<file path="src/sv/urma_pkg.sv">
// ----------------------------------------------------------------------------
// Ultrasonic range moving average package
// Shared widths, constants and register indexes of the range filter block.
// ----------------------------------------------------------------------------
package urma_pkg;

    // Field widths
    localparam int DUR_W      = 20;   // echo duration in microseconds
    localparam int DIST_W     = 15;   // distance in centimetres
    localparam int WIN_W      = 5;    // window size register
    localparam int SUM_W      = 19;   // running sum of the ring

    // Ring depth and slot index width
    localparam int WINDOW_MAX = 16;
    localparam int SLOT_W     = $clog2(WINDOW_MAX);

    // Duration to centimetres: floor(us * 172 / 10000)
    localparam int CM_SCALE   = 172;
    localparam int CM_DIV     = 10000;
    localparam int PROD_W     = 28;   // 20-bit duration times 8-bit scale

    // The same conversion as (us * CM_RECIP) >> CM_SHIFT, exact for all 20-bit
    // durations. CM_RECIP is ceil(2^32 * 172 / 10000).
    localparam int CM_RECIP   = 73873438;
    localparam int CM_SHIFT   = 32;
    localparam int MUL_W      = 47;   // 20-bit duration times 27-bit reciprocal

    localparam int DVSR_W     = 5;    // divisor register holds a window size

    // Window register reset and clamp values
    localparam logic [WIN_W-1:0] WIN_RESET = WIN_W'(5);
    localparam logic [WIN_W-1:0] WIN_MIN   = WIN_W'(1);
    localparam logic [WIN_W-1:0] WIN_LIMIT = WIN_W'(WINDOW_MAX);

    // Configuration port
    localparam int CFG_IDX_W  = 2;
    localparam int CFG_DATA_W = 15;

    localparam logic [CFG_IDX_W-1:0] CFG_FILTER_EN = 2'd0;
    localparam logic [CFG_IDX_W-1:0] CFG_WINDOW    = 2'd1;
    localparam logic [CFG_IDX_W-1:0] CFG_THRESHOLD = 2'd2;

endpackage

</file>
<file path="src/sv/urma_echo_if.sv">
// ----------------------------------------------------------------------------
// Echo duration channel
// Valid/ready channel that carries one measured echo high time per item.
// ----------------------------------------------------------------------------
interface urma_echo_if
    import urma_pkg::*;
();
    logic             valid;
    logic             ready;
    logic [DUR_W-1:0] echo_duration_us;

    modport source (output valid, output echo_duration_us, input ready);
    modport sink   (input valid, input echo_duration_us, output ready);
endinterface

</file>
<file path="src/sv/urma_dist_if.sv">
// ----------------------------------------------------------------------------
// Distance result channel
// Valid/ready channel that carries one distance and proximity flag per item.
// ----------------------------------------------------------------------------
interface urma_dist_if
    import urma_pkg::*;
();
    logic              valid;
    logic              ready;
    logic [DIST_W-1:0] distance_cm;
    logic              is_near;

    modport source (output valid, output distance_cm, output is_near, input ready);
    modport sink   (input valid, input distance_cm, input is_near, output ready);
endinterface

</file>
<file path="src/sv/ultrasonic_range_moving_average.sv">
// ----------------------------------------------------------------------------
// Ultrasonic range moving average
// Converts echo times to centimetres and averages them over a sample ring.
// ----------------------------------------------------------------------------
// i_echo takes one echo high time per item; o_dist returns one distance and a
// near flag per item, in order. Both use valid/ready; an item moves on a clock
// edge where both are high. The write port (i_cfg_we, i_cfg_idx, i_cfg_data)
// sets filter enable, window size and the near threshold; write it only while
// no item is in flight. Writing the window size empties the sample ring.
// The conversion is one multiply by a fixed-point reciprocal of 10000/172.
// Unfiltered, an item passes the multiply state and then the output state.
// With filtering on, the ring is read and rewritten in the read and sum
// states, and the sum is divided by the window size on a restoring divider
// at one quotient bit per cycle. The block takes a new item only once the
// last one has been loaded into the output register.
// A finished result sits in an output register; a new item is accepted while
// it waits. If the receiver stalls, the next item stops at the end of its work
// until the register frees. Reset (synchronous, active low) empties the ring,
// clears the sum and loads filter on, window 5, threshold 0.
// ----------------------------------------------------------------------------
module ultrasonic_range_moving_average
    import urma_pkg::*;
(
    input  logic                  i_clk,
    input  logic                  i_rst_n,
    urma_echo_if.sink             i_echo,
    urma_dist_if.source           o_dist,
    input  logic                  i_cfg_we,
    input  logic [CFG_IDX_W-1:0]  i_cfg_idx,
    input  logic [CFG_DATA_W-1:0] i_cfg_data
);

    // Sequencer states
    localparam logic [2:0] S_IDLE = 3'd0;
    localparam logic [2:0] S_MUL  = 3'd1;
    localparam logic [2:0] S_DIV  = 3'd2;
    localparam logic [2:0] S_RD   = 3'd3;
    localparam logic [2:0] S_SUM  = 3'd4;
    localparam logic [2:0] S_OUT  = 3'd5;

    localparam int CNT_W = $clog2(DIST_W);
    localparam logic [CNT_W-1:0] DIV_LAST = CNT_W'(DIST_W - 1);

    // Configuration registers
    logic              r_filt_en;
    logic [WIN_W-1:0]  r_win;
    logic [DIST_W-1:0] r_thresh;

    // Ring bookkeeping
    logic [WINDOW_MAX-1:0] r_vld;
    logic [SUM_W-1:0]      r_sum;
    logic [SLOT_W-1:0]     r_slot;

    // Sequencer and datapath registers
    logic [2:0]        r_state;
    logic [DUR_W-1:0]  r_us;
    logic [DVSR_W-1:0] r_rem;
    logic [DIST_W-1:0] r_quo;
    logic [DVSR_W-1:0] r_dvsr;
    logic [CNT_W-1:0]  r_cnt;
    logic [DIST_W-1:0] r_dist;
    logic [DIST_W-1:0] r_res;

    // Output register
    logic              r_out_valid;
    logic [DIST_W-1:0] r_out_dist;
    logic              r_out_near;

    // Sample ring memory with registered read data
    logic [DIST_W-1:0] mem [WINDOW_MAX];
    logic [DIST_W-1:0] r_rd_data;
    logic              mem_we;

    logic              win_clear;
    logic [WIN_W-1:0]  cfg_win;
    logic              in_fire;
    logic              out_fire;
    logic              out_load;

    logic [MUL_W-1:0]  prod;
    logic [DIST_W-1:0] cm_val;
    logic [DVSR_W:0]   div_trial;
    logic              div_ge;
    logic [DVSR_W:0]   div_diff;
    logic [SLOT_W-1:0] sel_slot;
    logic [WIN_W-1:0]  slot_inc;
    logic [SLOT_W-1:0] next_slot;
    logic [DIST_W-1:0] old_sample;
    logic [SUM_W-1:0]  n_sum;

    // Handshakes
    assign in_fire        = i_echo.valid && i_echo.ready;
    assign out_fire       = o_dist.valid && o_dist.ready;
    assign i_echo.ready   = (r_state == S_IDLE);
    assign out_load       = (r_state == S_OUT) && (!r_out_valid || o_dist.ready);
    assign o_dist.valid       = r_out_valid;
    assign o_dist.distance_cm = r_out_dist;
    assign o_dist.is_near     = r_out_near;

    // Window size write: clamp to 1..WINDOW_MAX and empty the ring
    assign win_clear = i_cfg_we && (i_cfg_idx == CFG_WINDOW);
    always_comb begin
        cfg_win = i_cfg_data[WIN_W-1:0];
        if (cfg_win == '0) begin
            cfg_win = WIN_MIN;
        end else if (cfg_win > WIN_LIMIT) begin
            cfg_win = WIN_LIMIT;
        end
    end

    // Duration to centimetres by multiplying with the scaled reciprocal
    assign prod   = MUL_W'(r_us) * MUL_W'(CM_RECIP);
    assign cm_val = DIST_W'(prod >> CM_SHIFT);

    // One restoring divide step: shift in the next dividend bit, try the divisor
    assign div_trial = {r_rem, r_quo[DIST_W-1]};
    assign div_ge    = (div_trial >= {1'b0, r_dvsr});
    assign div_diff  = div_trial - {1'b0, r_dvsr};

    // Ring slot for this item and the slot after it
    assign sel_slot  = ({1'b0, r_slot} >= r_win) ? '0 : r_slot;
    assign slot_inc  = {1'b0, sel_slot} + WIN_W'(1);
    assign next_slot = (slot_inc >= r_win) ? '0 : slot_inc[SLOT_W-1:0];

    // Replace the oldest sample in the running sum; an unwritten slot reads as zero
    assign old_sample = r_vld[sel_slot] ? r_rd_data : '0;
    assign n_sum      = r_sum - SUM_W'(old_sample) + SUM_W'(r_dist);
    assign mem_we     = (r_state == S_SUM);

    // Sample ring memory
    always_ff @(posedge i_clk) begin
        if (mem_we) begin
            mem[sel_slot] <= r_dist;
        end
        r_rd_data <= mem[sel_slot];
    end

    // Configuration registers
    always_ff @(posedge i_clk) begin
        if (!i_rst_n) begin
            r_filt_en <= 1'b1;
            r_win     <= WIN_RESET;
            r_thresh  <= '0;
        end else if (i_cfg_we) begin
            unique case (i_cfg_idx)
                CFG_FILTER_EN: r_filt_en <= i_cfg_data[0];
                CFG_WINDOW:    r_win     <= cfg_win;
                CFG_THRESHOLD: r_thresh  <= i_cfg_data;
                default: ;
            endcase
        end
    end

    // Ring valid bits, running sum and write slot
    always_ff @(posedge i_clk) begin
        if (!i_rst_n || win_clear) begin
            r_vld  <= '0;
            r_sum  <= '0;
            r_slot <= '0;
        end else if (mem_we) begin
            r_vld[sel_slot] <= 1'b1;
            r_sum           <= n_sum;
            r_slot          <= next_slot;
        end
    end

    // Sequencer
    always_ff @(posedge i_clk) begin
        if (!i_rst_n) begin
            r_state <= S_IDLE;
        end else begin
            unique case (r_state)
                S_IDLE: begin
                    if (in_fire) begin
                        r_state <= S_MUL;
                    end
                end
                S_MUL: r_state <= r_filt_en ? S_RD : S_OUT;
                S_DIV: begin
                    if (r_cnt == DIV_LAST) begin
                        r_state <= S_OUT;
                    end
                end
                S_RD:  r_state <= S_SUM;
                S_SUM: r_state <= S_DIV;
                S_OUT: begin
                    if (out_load) begin
                        r_state <= S_IDLE;
                    end
                end
                default: r_state <= S_IDLE;
            endcase
        end
    end

    // Datapath: convert, load the divider, iterate, collect the quotient
    always_ff @(posedge i_clk) begin
        case (r_state)
            S_IDLE: begin
                if (in_fire) begin
                    r_us <= i_echo.echo_duration_us;
                end
            end
            S_MUL: begin
                r_dist <= cm_val;
                r_res  <= cm_val;
            end
            S_DIV: begin
                r_rem <= div_ge ? div_diff[DVSR_W-1:0] : div_trial[DVSR_W-1:0];
                r_quo <= {r_quo[DIST_W-2:0], div_ge};
                r_cnt <= r_cnt + CNT_W'(1);
                if (r_cnt == DIV_LAST) begin
                    r_res <= {r_quo[DIST_W-2:0], div_ge};
                end
            end
            S_SUM: begin
                r_rem  <= DVSR_W'(n_sum[SUM_W-1:DIST_W]);
                r_quo  <= n_sum[DIST_W-1:0];
                r_dvsr <= DVSR_W'(r_win);
                r_cnt  <= '0;
            end
            default: ;
        endcase
    end

    // Output register
    always_ff @(posedge i_clk) begin
        if (!i_rst_n) begin
            r_out_valid <= 1'b0;
        end else if (out_load) begin
            r_out_valid <= 1'b1;
        end else if (out_fire) begin
            r_out_valid <= 1'b0;
        end
    end

    always_ff @(posedge i_clk) begin
        if (out_load) begin
            r_out_dist <= r_res;
            r_out_near <= (r_res <= r_thresh);
        end
    end

endmodule

</file>
<file path="src/flat_wrapper.sv">
// flat-port wrapper written by rule: the top's interface ports become plain ports
module ultrasonic_range_moving_average_flat import urma_pkg::*;
  (i_clk, i_rst_n, i_cfg_we, i_cfg_idx, i_cfg_data, i_echo_valid, i_echo_echo_duration_us, i_echo_ready, o_dist_valid, o_dist_distance_cm, o_dist_is_near, o_dist_ready);
  urma_echo_if i_echo_i ();
  urma_dist_if o_dist_i ();
  input  logic i_clk;
  input  logic i_rst_n;
  input  logic i_cfg_we;
  input  logic [CFG_IDX_W-1:0] i_cfg_idx;
  input  logic [CFG_DATA_W-1:0] i_cfg_data;
  input wire logic [$bits(i_echo_i.valid)-1:0] i_echo_valid;
  input wire logic [$bits(i_echo_i.echo_duration_us)-1:0] i_echo_echo_duration_us;
  output wire logic [$bits(i_echo_i.ready)-1:0] i_echo_ready;
  output wire logic [$bits(o_dist_i.valid)-1:0] o_dist_valid;
  output wire logic [$bits(o_dist_i.distance_cm)-1:0] o_dist_distance_cm;
  output wire logic [$bits(o_dist_i.is_near)-1:0] o_dist_is_near;
  input wire logic [$bits(o_dist_i.ready)-1:0] o_dist_ready;
  assign i_echo_i.valid = i_echo_valid;
  assign i_echo_i.echo_duration_us = i_echo_echo_duration_us;
  assign i_echo_ready = i_echo_i.ready;
  assign o_dist_valid = o_dist_i.valid;
  assign o_dist_distance_cm = o_dist_i.distance_cm;
  assign o_dist_is_near = o_dist_i.is_near;
  assign o_dist_i.ready = o_dist_ready;
  ultrasonic_range_moving_average u_core (.i_clk(i_clk), .i_rst_n(i_rst_n), .i_echo(i_echo_i), .o_dist(o_dist_i), .i_cfg_we(i_cfg_we), .i_cfg_idx(i_cfg_idx), .i_cfg_data(i_cfg_data));
endmodule
</file>
<file path="config.mk">
export PLATFORM = sky130hd
export DESIGN_NAME = ultrasonic_range_moving_average_flat
export DESIGN_NICKNAME = d
export VERILOG_FILES = /design/src/sv/urma_pkg.sv /design/src/sv/urma_echo_if.sv /design/src/sv/urma_dist_if.sv /design/src/sv/ultrasonic_range_moving_average.sv /design/src/flat_wrapper.sv
export SDC_FILE = /design/constraint.sdc
export NUM_CORES = 1
export LEC_CHECK = 0
export ABC_AREA = 1
export BUFFER_PORTS_ARGS = -buffer_cell sky130_fd_sc_hd__buf_2
export CORE_AREA = 4 4 218 220
export DETAILED_ROUTE_END_ITERATION = 8
export DIE_AREA = 0 0 222 224
export PLACE_DENSITY_LB_ADDON = 0.1
export SETUP_SLACK_MARGIN = 0.02
export SKIP_LAST_GASP = 1
export SYNTH_ARGS = -nofsm -noshare
export SYNTH_HDL_FRONTEND = slang
export SYNTH_SLANG_ARGS = --single-unit
</file>
<file path="constraint.sdc">
create_clock -name i_clk -period 10.2 [get_ports i_clk]
set_input_delay 1.53 -clock i_clk [delete_from_list [all_inputs] [get_ports i_clk]]
set_output_delay 1.53 -clock i_clk [all_outputs]
set_load 0.005 [all_outputs]
</file>
==> impl_metrics.json <==
{
  "layout_min_cycle_time_ps": 6480,
  "die-width_um": 222,
  "die-height_um": 224,
  "critical-path-top-delay-family": "adder cells",
  "run_status": "complete, no violations",
  "post-route-drc-count": 0,
  "yosys.area.top_type": "edfxtp_1",
  "ioPinCount": 60,
  "worstPathMaxFanout": 7,
  "synth.net_count": 3334,
  "final_cell_mix": "532 x inv_1, 483 x nand2_1, 335 x edfxtp_1, 271 x nor2_1, 267 x ha_1",
  "worstHoldPathType": "flip-flop to flip-flop",
  "critical_path_class": "flip-flop to flip-flop",
  "grt_setup_unrepaired": "no",
  "gpl.final_weighted_congestion": 0.988,
  "overflow_left_after_global_routing": 0,
  "critical_path.slowest_cell": "fa_1",
  "yosys_reg_bits": 414,
  "initial_utilization_pct": 60.1,
  "timing_worst_slew_pin_value_ps": 1160,
  "synth-edff-count": 335,
  "slew_headroom_pct": 22.3,
  "maxCapViolCount": 0,
  "cts-root-to-sink-buffers": 3,
  "ys_dominant_reg_cell": "edfxtp_1",
  "postRouteWirelength_um": 71700,
  "syn_area_per_cell_sq_um": 9.50,
  "design.core.area_sq_um": 45300,
  "clk_latency_ps": 590,
  "tritoncts.num_buffers": 44,
  "worstPathBufferInverterCount": 6,
  "synth_sequential_area_ratio_pct": 42.8,
  "place.detailed.hpwl_um": 54200,
  "ys_types": 55,
  "worst_clk_skew_ps": 26.9,
  "min_period_over_period_pct": 63.5,
  "synth.area.top_cells": "edfxtp_1 37%, ha_1 12%, fa_1 12%",
  "worstPathRequired_ps": 10520,
  "cp_cell_sequence": "fa_1, inv_1, fa_1, inv_1, fa_1, inv_1, fa_1, inv_1, fa_1, inv_1, fa_1, inv_1, fa_1, ha_1, nand2_1, nor2_1, nand2_1, nor3_1, nand4_1, nand3_1, nand2_1, nand3_1, nand2_1",
  "global_route_wire_length_before_repair_um": 111000,
  "critical_path.startpoint_type": "flip-flop",
  "fp.dieArea_sq_um": 49700,
  "synth_async_sr_flop_share_pct": 0,
  "worst_setup_path_end_kind": "flip-flop",
  "route.vias.total": 19600,
  "first_global_vias": 19800,
  "synthesis.area_sq_um": 27200,
  "yosysTopAreaCellShare_pct": 37.0,
  "worst_path_largest_cell_delay_ps": 680,
  "cts-hold-fix-buffers": 0,
  "synth_cells": 2863,
  "cts_root_buffer": "clkbuf_16",
  "drt-pass1-iter-count": 6,
  "maximum_number_of_pins_on_one_net_before_global_route_repair": 109,
  "final_antenna_net_count": 0,
  "final_hold_viol_count": 0,
  "ys_warn_count": 0,
  "area.growth.synth_to_final_pct": 8.29,
  "post_cts_buffers": 0,
  "htree_num_levels": 2,
  "post_drt_via_cell_ratio": 5.53,
  "wl_per_cell_um": 20.2,
  "mostFrequentLayoutCell": "inv_1",
  "cp.arrival_ps": 6790,
  "clock_sinks": 414,
  "grt_antenna_before_repair": 3,
  "report.final.setup_viol": 0,
  "grt_usage_pct": 28.8,
  "ctsResizeCount": 0,
  "share_of_layout_cells_above_drive_strength_1_pct": 7.09,
  "layout.nets": 3384,
  "report.final.slew_viol_count": 0,
  "final.setup.tns_ps": 0,
  "clock_transition_at_the_registers_of_the_reported_paths_ps": 70,
  "num_rows": 78,
  "peak_clock_frequency_supported_by_timing_mhz": 154,
  "tritoncts": "built",
  "port_buffers": 59,
  "detail_route.iter0.violations": 1723,
  "critical-path-top-cell-by-count": "fa_1"
}
## worst paths after layout
path	startpoint	slack (ps)	endpoint	depth (start not counted)
worst min-delay path	u_core.r_win[1]	440	u_core.r_dvsr[1]	0
worst min register to register	u_core.r_win[1]	440	u_core.r_dvsr[1]	0
worst max register to register	u_core.r_us[17]	3720	u_core.r_res[5]	23
worst max-delay path	u_core.r_us[17]	3720	u_core.r_res[5]	23
## synthesized netlist by cell type (2+ instances only)
cell type    n
inv_1      532
nand2_1    483
edfxtp_1   335
nor2_1     272
ha_1       267
o21ai_0    183
fa_1       162
a21oi_1    138
o21ai_1     84
dfxtp_1     79
nand3_1     76
nand4_1     37
clkbuf_1    28
nor3_1      24
buf_2       21
and2_1      17
nor2_2      12
nor3_2      10
buf_6        8
inv_2        8
a21o_1       7
o21bai_1     7
or2_2        7
buf_1        6
xor2_1       6
nand3b_1     5
nor2_4       5
a21boi_0     4
nand2_4      4
a211oi_1     3
nand2_2      3
xnor2_1      3
buf_12       2
nand3_2      2
nand3_4      2
nor2_8       2
## per-stage QoR
step,worst slack [ps],utilization [%],cells,hold WS [ps],cell area (sq um)
2_1_floorplan,4410,-,2863,408,27200
3_3_place_gp,3770,61.8,3467,416,28000
3_5_place_dp,3720,61.8,3467,427,28000
4_1_cts,3690,65.1,3549,440,29500
5_1_grt,3210,65.1,3550,453,29500
6_report,3720,65.1,3550,445,29500
## flip-flops by register name (all words and copies together) (netlist names), 15 cells and up
signal,count
u_core.mem,240
u_core.r_sum,19
u_core.r_dist,15
u_core.r_us,20
u_core.r_rd_data,15
u_core.r_thresh,15
u_core.r_vld,16
u_core.r_quo,15
u_core.o_dist.distance_cm,15
u_core.r_res,15
## layout make-up
class | count | area [sq um]
sequential | 414 | 11600
clock buffer | 57 | 1190
antenna | 1 | 2.50
multi-input combinational | 1840 | 13200
fill | 3748 | 15800
tap | 600 | 751
inverter | 542 | 2040
clock inverter | 25 | 295
timing repair buffer | 71 | 385
## metal layers
layer | track usage (%) | vias to the layer above | share of wire, %
met2 | 49.9 | 641 | 49
met4 | 11.8 | 2 | 4.7
li1 | - | 9438 | -
met1 | 36.8 | 9402 | 41
met5 | 0 | - | 0.018
met3 | 3.98 | 153 | 6.0
## cells by family (layout without fill, tap and decap cells)
family          count (synthesis)  after routing  share of synthesized area [%]
compound gates                437            437                           8.40
other cells                     0              1                              0
buf+inv                       609            695                           8.90
xor+xnor                        9              9                          0.290
flops                         414            414                           42.8
fa+ha+maj                     429            429                           24.2
simple gates                  965            965                           15.4
Power is not shown: default switching activity piles up to over one toggle a cycle in this logic, so the estimate is an artifact.
